===== src/hw/rtl/lpt_pkg.sv =====
package lpt_pkg;

  localparam int unsigned VIRT_PAGES_DEF      = 256;
  localparam int unsigned FRAMES_DEF          = 8;
  localparam int unsigned MAX_OFFSET_BITS_DEF = 8;

  localparam int unsigned VA_W    = 16;
  localparam int unsigned PHYS_W  = 11;
  localparam int unsigned FUSED_W = 3;
  localparam int unsigned FCNT_W  = 16;
  localparam int unsigned CFG_W   = 4;
  localparam int unsigned CIDX_W  = 2;
  localparam int unsigned OUT_W   = 32;

  localparam logic [CIDX_W-1:0] CFG_IDX_OFFSET_BITS = 2'd0;
  localparam logic [CIDX_W-1:0] CFG_IDX_FRAMES      = 2'd1;

  localparam logic [CFG_W-1:0] OFFSET_BITS_RST = 4'd7;
  localparam logic [CFG_W-1:0] FRAMES_RST      = 4'd8;
  localparam logic [CFG_W-1:0] OFFSET_BITS_MIN = 4'd4;

  typedef struct packed {
    logic idx_clr;
    logic idx_load;
    logic idx_inc;
    logic carry_ld;
    logic rot_step;
  } rec_op_t;

endpackage


===== src/hw/rtl/lpt_map_ram.sv =====
module lpt_map_ram #(
  parameter int unsigned DEPTH = 256,
  parameter int unsigned WIDTH = 4
) (
  input  logic                     clk_i,
  input  logic                     we_i,
  input  logic [$clog2(DEPTH)-1:0] addr_i,
  input  logic [WIDTH-1:0]         wdata_i,
  output logic [WIDTH-1:0]         rdata_o
);

  logic [WIDTH-1:0] mem_q [DEPTH];
  logic [WIDTH-1:0] rdata_q;

  always_ff @(posedge clk_i) begin
    if (we_i) begin
      mem_q[addr_i] <= wdata_i;
    end
    rdata_q <= mem_q[addr_i];
  end

  assign rdata_o = rdata_q;

endmodule


===== src/hw/rtl/lpt_recency.sv =====
module lpt_recency import lpt_pkg::*; #(
  parameter int unsigned FRAMES = 8,
  parameter int unsigned PAGE_W = 8
) (
  input  logic                        clk_i,
  input  logic                        rst_ni,
  input  rec_op_t                     op_i,
  input  logic [$clog2(FRAMES+1)-1:0] load_idx_i,
  input  logic [PAGE_W-1:0]           key_i,
  output logic [$clog2(FRAMES+1)-1:0] idx_o,
  output logic [PAGE_W-1:0]           entry_o,
  output logic                        match_o
);

  localparam int unsigned FW = $clog2(FRAMES);
  localparam int unsigned CW = $clog2(FRAMES + 1);

  logic [PAGE_W-1:0] rec_q [FRAMES];
  logic [PAGE_W-1:0] carry_q;
  logic [CW-1:0]     idx_q, idx_d;

  // The list is rotated by one slot from the head down to the target slot,
  // so each rotation step reads and writes the single slot under the index.
  assign entry_o = rec_q[idx_q[FW-1:0]];
  assign match_o = (entry_o == key_i);
  assign idx_o   = idx_q;

  always_comb begin
    idx_d = idx_q;
    if (op_i.idx_clr) begin
      idx_d = '0;
    end else if (op_i.idx_load) begin
      idx_d = load_idx_i;
    end else if (op_i.idx_inc || op_i.rot_step) begin
      idx_d = idx_q + CW'(1);
    end
  end

  always_ff @(posedge clk_i or negedge rst_ni) begin
    if (!rst_ni) begin
      idx_q <= '0;
    end else begin
      idx_q <= idx_d;
    end
  end

  always_ff @(posedge clk_i) begin
    if (op_i.carry_ld) begin
      carry_q <= key_i;
    end else if (op_i.rot_step) begin
      carry_q <= entry_o;
    end
    if (op_i.rot_step) begin
      rec_q[idx_q[FW-1:0]] <= carry_q;
    end
  end

endmodule


===== src/hw/rtl/lru_page_translation.sv =====
// Translates 16-bit virtual addresses through a page map with least recently
// used replacement over a configurable number of frames. After reset the
// block clears every page map entry and accepts no address meanwhile;
// configuration writes are taken at any time but only while idle are they
// safe. An out-of-range page skips the page map and goes straight to its
// result. A hit reads the page map, searches the recency list for the page
// and rotates the list from the head down to the page's slot. A fault rotates
// the list down to its last occupied slot, and a fault that evicts a page
// first reads the victim's map entry. Translation time is set by the
// recency list, which is searched and rotated one slot a cycle through a
// single port, and by the one-port page map memory. A finished result waits
// for the output register to drain before the next address is taken, and
// then waits in that output register while the next address is taken.
module lru_page_translation import lpt_pkg::*; #(
  parameter int unsigned VIRT_PAGES      = VIRT_PAGES_DEF,
  parameter int unsigned FRAMES          = FRAMES_DEF,
  parameter int unsigned MAX_OFFSET_BITS = MAX_OFFSET_BITS_DEF
) (
  input  logic              clk_i,
  input  logic              rst_ni,
  input  logic              s_axis_tvalid,
  output logic              s_axis_tready,
  // virt_addr[15:0]
  input  logic [VA_W-1:0]   s_axis_tdata,
  output logic              m_axis_tvalid,
  input  logic              m_axis_tready,
  // phys_addr[10:0], frame_used[13:11], page_fault[14], out_of_range[15],
  // fault_total[31:16]
  output logic [OUT_W-1:0]  m_axis_tdata,
  input  logic              cfg_valid_i,
  output logic              cfg_ready_o,
  input  logic [CIDX_W-1:0] cfg_index_i,
  input  logic [CFG_W-1:0]  cfg_data_i
);

  localparam int unsigned AW = $clog2(VIRT_PAGES);
  localparam int unsigned FW = $clog2(FRAMES);
  localparam int unsigned CW = $clog2(FRAMES + 1);
  localparam int unsigned EW = FW + 1;

  typedef enum logic [7:0] {
    ST_CLEAR  = 8'b00000001,
    ST_IDLE   = 8'b00000010,
    ST_LOOK   = 8'b00000100,
    ST_SEARCH = 8'b00001000,
    ST_VSEL   = 8'b00010000,
    ST_VREAD  = 8'b00100000,
    ST_SHIFT  = 8'b01000000,
    ST_DONE   = 8'b10000000
  } state_e;

  state_e state_q, state_d;

  logic [CFG_W-1:0]  ob_cfg_q, fr_cfg_q;
  logic [CW-1:0]     rc_q, rc_d;
  logic [FCNT_W-1:0] fault_cnt_q, fault_cnt_d;
  logic [AW-1:0]     clr_cnt_q;
  logic              out_valid_q;
  logic [OUT_W-1:0]  out_data_q;

  logic [AW-1:0]              pg_q, victim_q;
  logic [MAX_OFFSET_BITS-1:0] off_q;
  logic [CFG_W-1:0]           ob_q;
  logic                       oor_q, fault_q;
  logic [FW-1:0]              frame_q;
  logic [CW-1:0]              pos_q;

  logic [CFG_W-1:0] ob_w;
  logic [CW-1:0]    limit_w;
  logic [VA_W-1:0]  pg_full, off_full;
  logic             oor_w;
  logic             in_acc, out_free;

  logic          map_we;
  logic [AW-1:0] map_addr;
  logic [EW-1:0] map_wdata, map_rdata;
  logic          map_hit;

  rec_op_t       rec_op;
  logic [CW-1:0] rec_load_idx, rec_idx;
  logic [AW-1:0] rec_entry;
  logic          rec_match;

  logic             search_end, search_hit;
  logic [CW-1:0]    search_pos;
  logic [VA_W-1:0]  phys_full;
  logic [31:0]      frame_ext;
  logic [OUT_W-1:0] result_w;

  // Configuration clamps.
  always_comb begin
    if (ob_cfg_q < OFFSET_BITS_MIN) begin
      ob_w = OFFSET_BITS_MIN;
    end else if (32'(ob_cfg_q) > MAX_OFFSET_BITS) begin
      ob_w = CFG_W'(MAX_OFFSET_BITS);
    end else begin
      ob_w = ob_cfg_q;
    end
    if (fr_cfg_q == '0) begin
      limit_w = CW'(1);
    end else if (32'(fr_cfg_q) >= FRAMES) begin
      limit_w = CW'(FRAMES);
    end else begin
      limit_w = CW'(fr_cfg_q);
    end
  end

  assign pg_full  = s_axis_tdata >> ob_w;
  assign off_full = s_axis_tdata & ((VA_W'(1) << ob_w) - VA_W'(1));
  assign oor_w    = (32'(pg_full) >= VIRT_PAGES);

  assign s_axis_tready = (state_q == ST_IDLE);
  assign in_acc        = s_axis_tvalid && s_axis_tready;
  assign out_free      = !out_valid_q || m_axis_tready;
  assign cfg_ready_o   = 1'b1;

  assign map_hit    = map_rdata[EW-1];
  assign search_end = (rec_idx >= rc_q);
  assign search_hit = !search_end && rec_match;
  assign search_pos = (32'(rec_idx) >= FRAMES) ? CW'(FRAMES - 1) : rec_idx;

  lpt_map_ram #(
    .DEPTH (VIRT_PAGES),
    .WIDTH (EW)
  ) u_map_ram (
    .clk_i   (clk_i),
    .we_i    (map_we),
    .addr_i  (map_addr),
    .wdata_i (map_wdata),
    .rdata_o (map_rdata)
  );

  lpt_recency #(
    .FRAMES (FRAMES),
    .PAGE_W (AW)
  ) u_recency (
    .clk_i      (clk_i),
    .rst_ni     (rst_ni),
    .op_i       (rec_op),
    .load_idx_i (rec_load_idx),
    .key_i      (pg_q),
    .idx_o      (rec_idx),
    .entry_o    (rec_entry),
    .match_o    (rec_match)
  );

  always_comb begin
    state_d      = state_q;
    rc_d         = rc_q;
    fault_cnt_d  = fault_cnt_q;
    map_we       = 1'b0;
    map_addr     = pg_full[AW-1:0];
    map_wdata    = '0;
    rec_op       = '0;
    rec_load_idx = rc_q - CW'(1);
    case (state_q)
      ST_CLEAR: begin
        map_we   = 1'b1;
        map_addr = clr_cnt_q;
        if (32'(clr_cnt_q) == VIRT_PAGES - 1) begin
          state_d = ST_IDLE;
        end
      end
      ST_IDLE: begin
        if (in_acc) begin
          state_d = oor_w ? ST_DONE : ST_LOOK;
        end
      end
      ST_LOOK: begin
        if (map_hit) begin
          rec_op.idx_clr = 1'b1;
          state_d        = ST_SEARCH;
        end else begin
          if (fault_cnt_q != '1) begin
            fault_cnt_d = fault_cnt_q + FCNT_W'(1);
          end
          if (rc_q < limit_w) begin
            rc_d            = rc_q + CW'(1);
            rec_op.idx_clr  = 1'b1;
            rec_op.carry_ld = 1'b1;
            state_d         = ST_SHIFT;
          end else begin
            rec_op.idx_load = 1'b1;
            state_d         = ST_VSEL;
          end
        end
      end
      ST_SEARCH: begin
        if (search_end || search_hit) begin
          rec_op.idx_clr  = 1'b1;
          rec_op.carry_ld = 1'b1;
          state_d         = ST_SHIFT;
        end else begin
          rec_op.idx_inc = 1'b1;
        end
      end
      ST_VSEL: begin
        map_addr = rec_entry;
        state_d  = ST_VREAD;
      end
      ST_VREAD: begin
        map_we          = 1'b1;
        map_addr        = victim_q;
        rec_op.idx_clr  = 1'b1;
        rec_op.carry_ld = 1'b1;
        state_d         = ST_SHIFT;
      end
      ST_SHIFT: begin
        rec_op.rot_step = 1'b1;
        if (rec_idx == pos_q) begin
          map_we    = fault_q;
          map_addr  = pg_q;
          map_wdata = {1'b1, frame_q};
          state_d   = ST_DONE;
        end
      end
      ST_DONE: begin
        if (out_free) begin
          state_d = ST_IDLE;
        end
      end
      default: begin
        state_d = ST_IDLE;
      end
    endcase
  end

  assign phys_full = (VA_W'(frame_q) << ob_q) | VA_W'(off_q);
  assign frame_ext = 32'(frame_q);
  assign result_w  = oor_q ? {fault_cnt_q, 1'b1, 1'b0, FUSED_W'(0), PHYS_W'(0)}
                           : {fault_cnt_q, 1'b0, fault_q, frame_ext[FUSED_W-1:0],
                              phys_full[PHYS_W-1:0]};

  always_ff @(posedge clk_i or negedge rst_ni) begin
    if (!rst_ni) begin
      state_q     <= ST_CLEAR;
      ob_cfg_q    <= OFFSET_BITS_RST;
      fr_cfg_q    <= FRAMES_RST;
      rc_q        <= '0;
      fault_cnt_q <= '0;
      clr_cnt_q   <= '0;
      out_valid_q <= 1'b0;
    end else begin
      state_q     <= state_d;
      rc_q        <= rc_d;
      fault_cnt_q <= fault_cnt_d;
      if (state_q == ST_CLEAR) begin
        clr_cnt_q <= clr_cnt_q + AW'(1);
      end
      if (cfg_valid_i) begin
        if (cfg_index_i == CFG_IDX_OFFSET_BITS) begin
          ob_cfg_q <= cfg_data_i;
        end else if (cfg_index_i == CFG_IDX_FRAMES) begin
          fr_cfg_q <= cfg_data_i;
        end
      end
      if (state_q == ST_DONE && out_free) begin
        out_valid_q <= 1'b1;
      end else if (m_axis_tready) begin
        out_valid_q <= 1'b0;
      end
    end
  end

  always_ff @(posedge clk_i) begin
    if (in_acc) begin
      pg_q  <= pg_full[AW-1:0];
      off_q <= off_full[MAX_OFFSET_BITS-1:0];
      ob_q  <= ob_w;
      oor_q <= oor_w;
    end
    if (state_q == ST_LOOK) begin
      fault_q <= !map_hit;
      pos_q   <= rc_q - CW'(1);
      if (map_hit) begin
        frame_q <= map_rdata[FW-1:0];
      end else if (rc_q < limit_w) begin
        frame_q <= rc_q[FW-1:0];
        pos_q   <= rc_q;
      end
    end
    if (state_q == ST_SEARCH) begin
      pos_q <= search_pos;
    end
    if (state_q == ST_VSEL) begin
      victim_q <= rec_entry;
    end
    if (state_q == ST_VREAD) begin
      frame_q <= map_rdata[FW-1:0];
    end
    if (state_q == ST_DONE && out_free) begin
      out_data_q <= result_w;
    end
  end

  assign m_axis_tvalid = out_valid_q;
  assign m_axis_tdata  = out_data_q;

  a_rc_bound: assert property (@(posedge clk_i) disable iff (!rst_ni)
    32'(rc_q) <= FRAMES)
    else $error("resident count beyond frame count");

  a_fault_step: assert property (@(posedge clk_i) disable iff (!rst_ni)
    (fault_cnt_q != $past(fault_cnt_q)) |-> (fault_cnt_q == $past(fault_cnt_q) + FCNT_W'(1)))
    else $error("fault count moved by other than one");

  a_rc_on_fault: assert property (@(posedge clk_i) disable iff (!rst_ni)
    (rc_q != $past(rc_q)) |-> ($past(state_q) == ST_LOOK && !$past(map_hit)))
    else $error("resident count changed outside a fault");

  a_map_fill: assert property (@(posedge clk_i) disable iff (!rst_ni)
    (map_we && map_wdata[EW-1]) |-> (state_q == ST_SHIFT && fault_q))
    else $error("page map entry set outside fault completion");

endmodule


===== config.mk =====
export PLATFORM = sky130hd
export DESIGN_NAME = lru_page_translation
export DESIGN_NICKNAME = d
export VERILOG_FILES = /design/src/hw/rtl/lpt_pkg.sv /design/src/hw/rtl/lpt_map_ram.sv /design/src/hw/rtl/lpt_recency.sv /design/src/hw/rtl/lru_page_translation.sv
export SDC_FILE = /design/constraint.sdc
export NUM_CORES = 1
export LEC_CHECK = 0
export BUFFER_PORTS_ARGS = -buffer_cell sky130_fd_sc_hd__buf_2
export CAP_MARGIN = 10
export CELL_PAD_IN_SITES_DETAIL_PLACEMENT = 1
export CELL_PAD_IN_SITES_GLOBAL_PLACEMENT = 1
export CORE_AREA = 2 2 302 304
export CTS_BUF_LIST = sky130_fd_sc_hd__clkbuf_4
export CTS_CLUSTER_SIZE = 30
export DETAILED_ROUTE_END_ITERATION = 16
export DIE_AREA = 0 0 304 306
export HOLD_SLACK_MARGIN = 0.03
export PLACE_DENSITY = 0.78
export SYNTH_ARGS = -nofsm -noshare
export SYNTH_HDL_FRONTEND = slang
export SYNTH_HIERARCHICAL = 1
export SYNTH_SLANG_ARGS = --single-unit

===== constraint.sdc =====
create_clock -name clk_i -period 25.8 [get_ports clk_i]
set_input_delay 1.29 -clock clk_i [delete_from_list [all_inputs] [get_ports clk_i]]
set_output_delay 1.29 -clock clk_i [all_outputs]
set_load 0.05 [all_outputs]

## After elaboration in Yosys (flattened, before gate mapping)

Memories as Yosys holds them, arrays and structs flattened. A register that Yosys moved wholly into a read port is not among the register bits.
Index checks and enable logic that the tools add are counted.

- Add/subtract/negate cells: 6
- Order comparisons: 7
- Equal/unequal tests: 18
- Shifts and indexed selects: 3
- Mux-type cells: 52
- Bitwise operators: 4
- Reductions and logical operators: 24

Operators by type and width:

| cell | number |
|---|---|
| 8-bit 2-to-1 mux | 9 |
| 8-bit case mux with 8 select lines | 1 |
| 4-bit 2-to-1 mux | 14 |
| 8-bit case mux with 4 select lines | 1 |
| 1-bit 2-to-1 mux | 17 |
| 16-bit by 1-bit adder with 16-bit output (second input constant) | 1 |
| 8-bit == test (second input constant) | 2 |
| 16-bit by 9-bit >= comparator with 1-bit output (second input constant) | 1 |
| 16-bit 2-to-1 mux | 1 |
| 16-bit inequality test (second input constant) | 1 |
| 16-bit by 4-bit right shift with 16-bit output | 1 |
| 7-bit 2-to-1 mux | 2 |
| 3-bit 2-to-1 mux | 4 |
| 11-bit by 8-bit bitwise OR with 11-bit output | 1 |
| 3-bit by 4-bit << shifter with 11-bit output | 1 |
| 3-bit AND reduction | 3 |
| 4-bit by 1-bit adder with 4-bit output (second input constant) | 2 |
| 8-bit by 1-bit adder with 8-bit output (second input constant) | 1 |
| 8-bit bitwise AND | 1 |
| 8-bit by 1-bit == test with 1-bit output (second input constant) | 1 |
| 8-bit by 2-bit == test with 1-bit output (second input constant) | 1 |
| 8-bit by 3-bit == test with 1-bit output (second input constant) | 1 |
| 8-bit by 4-bit == test with 1-bit output (second input constant) | 1 |
| 8-bit by 5-bit == test with 1-bit output (second input constant) | 1 |
| other kinds (28) | 45 |

- Register bits after elaboration: 126
- Memory bits (writable): 1088
- Input bits: 27
- Output and inout port bits: 35
- Memories kept: 2

Memory list:

| name | words | bits a word | rd ports | clocked after Yosys merged registers in | wr ports | RTL line | source |
|---|---|---|---|---|---|---|---|
| u_map_ram.mem_q | 256 | 4 | 1 | 1 | 1 | lpt_map_ram.sv:12 | `logic [WIDTH-1:0] mem_q [DEPTH];` |
| u_recency.rec_q | 8 | 8 | 1 | 0 | 1 | lpt_recency.sv:18 | `logic [PAGE_W-1:0] rec_q [FRAMES];` |

## Depth between registers and ports, before layout

- Depth in word-level cells: 10
- Depth in mapped cells: 18
- Mapped depth without buffers: 15

## Hierarchy

The synthesis kept the hierarchy.

Modules (own cells, without submodules):

| module | instances | cells each | area an instance (um^2) | sequential area each (um^2) |
|---|---|---|---|---|
| lpt_map_ram | 1 | 1960 | 40002.1 | 30829.6 |
| lru_page_translation | 1 | 487 | 5701.7 | 3204.3 |
| lpt_recency | 1 | 204 | 3240.6 | 2262.2 |

## Least setup slack after synthesis

OpenSTA, ideal clock, no wires.

- Path type: register to register
- Start point: reg state_q[1]
- End point: mem u_map_ram.mem_q[0][1] (data pin)
- Library setup time: 0.865 ns
- Arrival: 8.772 ns
- Data required time: 24.935 ns
- Setup slack: 16.163 ns
- Cell stages (with the launch flop): 6
- Buffers on the path: 1
- Period minus slack after synthesis: 9.637 ns
- Cell sequence: dfrtp_1 > nor4_1 > nand4b_1 > nor2_1 > clkbuf_1 > and2_1

- Word-level cells in the longest chain between the ends: 2

Ends and longest elaborated chain:

| item | RTL line | source |
|---|---|---|
| start: declaration | lru_page_translation.sv:52 | `state_e state_q, state_d;` |
| start signal: assignment | lru_page_translation.sv:244 | `state_q <= state_d;` |
| 8-bit by 7-bit == test with 1-bit output | lru_page_translation.sv:156 | `case (state_q)` |
| 4-bit 2-to-1 mux | lru_page_translation.sv:156 |  |
| via map_wdata[1] | lru_page_translation.sv:76 | `logic [EW-1:0] map_wdata, map_rdata;` |
| end: declaration | lpt_map_ram.sv:12 |  |

The timed path passes the listed nets, and every way through them passes these cells.

## Worst setup path after layout

- Start point: reg u_recency.idx_q[0] (netlist: u_recency/idx_o[0])
- End point: mem u_map_ram.mem_q[174][0] (data pin)

- Word-level cells in the longest chain between the ends: 3

Ends and longest elaborated chain:

| item | RTL line | source |
|---|---|---|
| start: declaration | lpt_recency.sv:20 | `logic [CW-1:0] idx_q, idx_d;` |
| start signal: assignment | lpt_recency.sv:43 | `idx_q <= idx_d;` |
| 4-bit == test | lru_page_translation.sv:210 | `if (rec_idx == pos_q) begin` |
| 4-bit 2-to-1 mux | lru_page_translation.sv:210 |  |
| 4-bit 2-to-1 mux | lru_page_translation.sv:156 |  |
| via map_wdata[0] | lru_page_translation.sv:76 |  |

The timed path passes the listed nets, and every way through them passes these cells.

==> out/qor.yml <==
ys_top_cells_by_area: "edfxtp_1 (71%), mux4_2 (12%), dfrtp_1 (2.2%)"
synth-edff-count: 1165
critical_path.cell_chain: "buf_4 > xnor2_1 > nand4_1 > nor2_4 > buf_4 > buf_4 > buf_4 > and2_4 > buf_4 > buf_4"
die_width_um: 304
r2r_setup_slack_ns: 18.66
numCtsBuffers: 325
grt_pass1_wl_um: 191000
worst_path_max_delay_cell: "buf_4"
p_switching_mw: 1.37
maxCapViolCount: 0
p_seq_share_pct: 47.5
routed-via-count: 27200
tightest_slew_ns: 1.25
hold_buffers: 0
clock_path_buffers: 4
setup_viol: 0
syn_avg_cell_area_um2: 18.5
skew_ns: 0.0974
cp.buffers_inverters: 6
slowest_delay_ns: 0.99
cts_setup_buffers: 0
final_nets: 2950
clkPwrFrac_pct: 34.3
multi_input_area_um2: 11900
clk_pin_slew_ns: 0.07
max_clock_freq_ghz: 0.140
status: "complete, no violations"
drive_gt1_share_pct: 29.1
yosysTopAreaCell: "edfxtp_1"
cp_data_required_time_ns: 26.53
place_inst: 3758
fin_util_pct: 60.5
mostFrequentLayoutCells: "edfxtp_1 (1,165), clkbuf_4 (466), nor2_1 (273), mux4_2 (261), a22oi_1 (131)"
fin_setup_tns_ns: 0
yosysWarnings: 6
finalHoldViolations: 0
clock_sink_count: 1218
worstSetupStartpointType: "flip-flop"
gp_congestion: 0.858
die_h_um: 306
route.detailed.drc: 0
port_buffers: 60
synth-seq-cells: 1218
yosysTopAreaCellShare_pct: 71.5
dr.first_iter.drc_count: 2749
crit_arrival_ns: 7.87
track_usage_pct: 27.7
synthDistinctLibCells: 75
start_util_pct: 54.6
relSlewSlack_pct: 15.8
synth_flop_cell: "edfxtp_1"
fin_cells: 4296
endpoint_kind: "flip-flop"
firstDrtPassIters: 6
grt-ovfl-total: 0
clkLatencyLatePin_ns: 1.15
vias_per_cell: 6.32
cts_tree: "built"
synthCells: 2651
detailedPlace.worstSlack_ns: 18.51
cts-root-buf: "clkbuf_4"
antenna_found_initial: 4
setup_ws_ns: 18.66
regArea_um2: 36300
critPathTopFamily: "buffers and inverters"
crit_fanout: 107
routed_wl_um: 126000
synth_async_sr_flop_share_pct: 4.02
layout_commonest_cell: "edfxtp_1"
placementRows: 110
fin_crit_sh_pct: 27.7
wl_per_cell_um: 29.3
syn_to_final_growth_pct: 10.8
holdWs_ns: 0.297
cpMostUsedCell: "buf_4"
p_int_mw: 3.34
top_level_ports: 62
crit_type: "flip-flop to flip-flop"
place.detailed.hpwl_um: 75400
design.core.area_um2: 89600
slew_viol_final: 0
cts_resized: 0
htree_levels: 5
grt_setup_unrepaired: "no"
die-area_um2: 93000
powerDensity_nw_per_um2: 86.9
grt_max_degree: 212
period_needed_ns: 7.14
power.share.switching_pct: 29.1
grt_pass1_vias: 29600
leakagePower_nw: 15.0
syn_area_um2: 48900
pwr-share-comb_pct: 18.3
ant_nets: 0
nFillCells: 7878
ys_seq_area_share_pct: 74.2
hold_path_class: "input port to asynchronous set/reset pin"
ir_drop_mv: 0.0730
[cell type report]
cell class / instances / share of cell area (%)
Multi-Input combinational cell: 1242 / 21.9
Antenna cell: 2 / 0.00923
Inverter: 23 / 0.159
Tap cell: 1176 / 2.71
Sequential cell: 1218 / 67.0
Clock inverter: 69 / 0.632
Timing Repair Buffer: 100 / 1.17
Clock buffer: 466 / 6.45
[flip-flops by register name (all words and copies together) (netlist names), 8 cells and up]
name and cells:
clr_cnt_q 8, fault_cnt_q 16, m_axis_tdata 32, off_q 8
pg_q 8, state_q 8, u_map_ram/mem_q 1024, u_recency/carry_q 8
u_recency/rec_q 64, victim_q 8
[synth_stat cells (19+ instances only)]
library cell and instances:
nand3_1 28, and2_1 19, a22oi_1 131, clkbuf_1 103, nor3_1 44, edfxtp_1 1165, nor2_1 275, inv_1 22
a21oi_1 95, buf_2 31, mux4_2 261, mux2_2 20, xnor2_1 26, dfrtp_1 44, nand2_1 80
[final timing paths]
kind / startpoint / to / depth (start not counted)
setup / recovery: u_recency/idx_o[0] / u_map_ram/mem_q[174][0] / 10
hold / removal: rst_ni / clr_cnt_q[6] / 2
setup reg to reg: u_recency/idx_o[0] / u_map_ram/mem_q[174][0] / 10
hold reg to reg: fault_cnt_q[15] / fault_cnt_q[15] / 1
max in group asynchronous: rst_ni / rc_q[3] / 2
min in group clk_i: s_axis_tdata[3] / off_q[3] / 1
[power by group through the flow]
stage | clock network, mW | logic [mW] | registers, mW
3_3_place_gp | 0 | 0.823 | 2.27
3_5_place_dp | 0 | 0.851 | 2.28
4_1_cts | 1.66 | 0.857 | 2.23
5_1_grt | 1.76 | 0.915 | 2.24
2_1_floorplan | 0 | 0.583 | 2.28
6_report | 1.61 | 0.861 | 2.24
[worst register-to-register path: stages (launching register included)]
cell and delay (ns):
dfrtp_1 0.33, buf_4 0.42, xnor2_1 0.19, nand4_1 0.23
nor2_4 0.17, buf_4 0.58, buf_4 0.99, buf_4 1.01
and2_4 0.88, buf_4 0.93, buf_4 0.93
[cell families (layout without fill, tap and decap cells)]
kind of cell | Yosys count | in the layout | share of synthesized area, %
other | 1 | 5 | 0.00766
muxes | 310 | 310 | 13.2
adders and majority gates | 13 | 13 | 0.332
xor gates and xnor gates | 44 | 44 | 0.787
buffers and inverters | 193 | 658 | 1.81
DFF | 1218 | 1218 | 74.2
AOI/OAI and AO/OA | 320 | 320 | 4.43
and+or+nand+nor | 552 | 552 | 5.30
[metal layers]
layer / vias to the layer above / wire length, um / global-route usage [%]
met3: 254 / 9660 / 6.23
met4: 4 / 4180 / 11.5
met2: 1295 / 63400 / 45.4
li1: 11400 / - / -
met5: - / 27 / 0.155
met1: 14200 / 48400 / 36.1
[metrics by stage]
| stage | power, mW | area [um2] |
|---|---|---|
| 2_1_floorplan | 2.87 | 49000 |
| 3_3_place_gp | 3.10 | 50300 |
| 6_report | 4.71 | 54200 |
| 4_1_cts | 4.75 | 54200 |
| 3_5_place_dp | 3.13 | 50300 |
| 5_1_grt | 4.91 | 54200 |
Note: power is estimated with default switching activity, not from simulation.
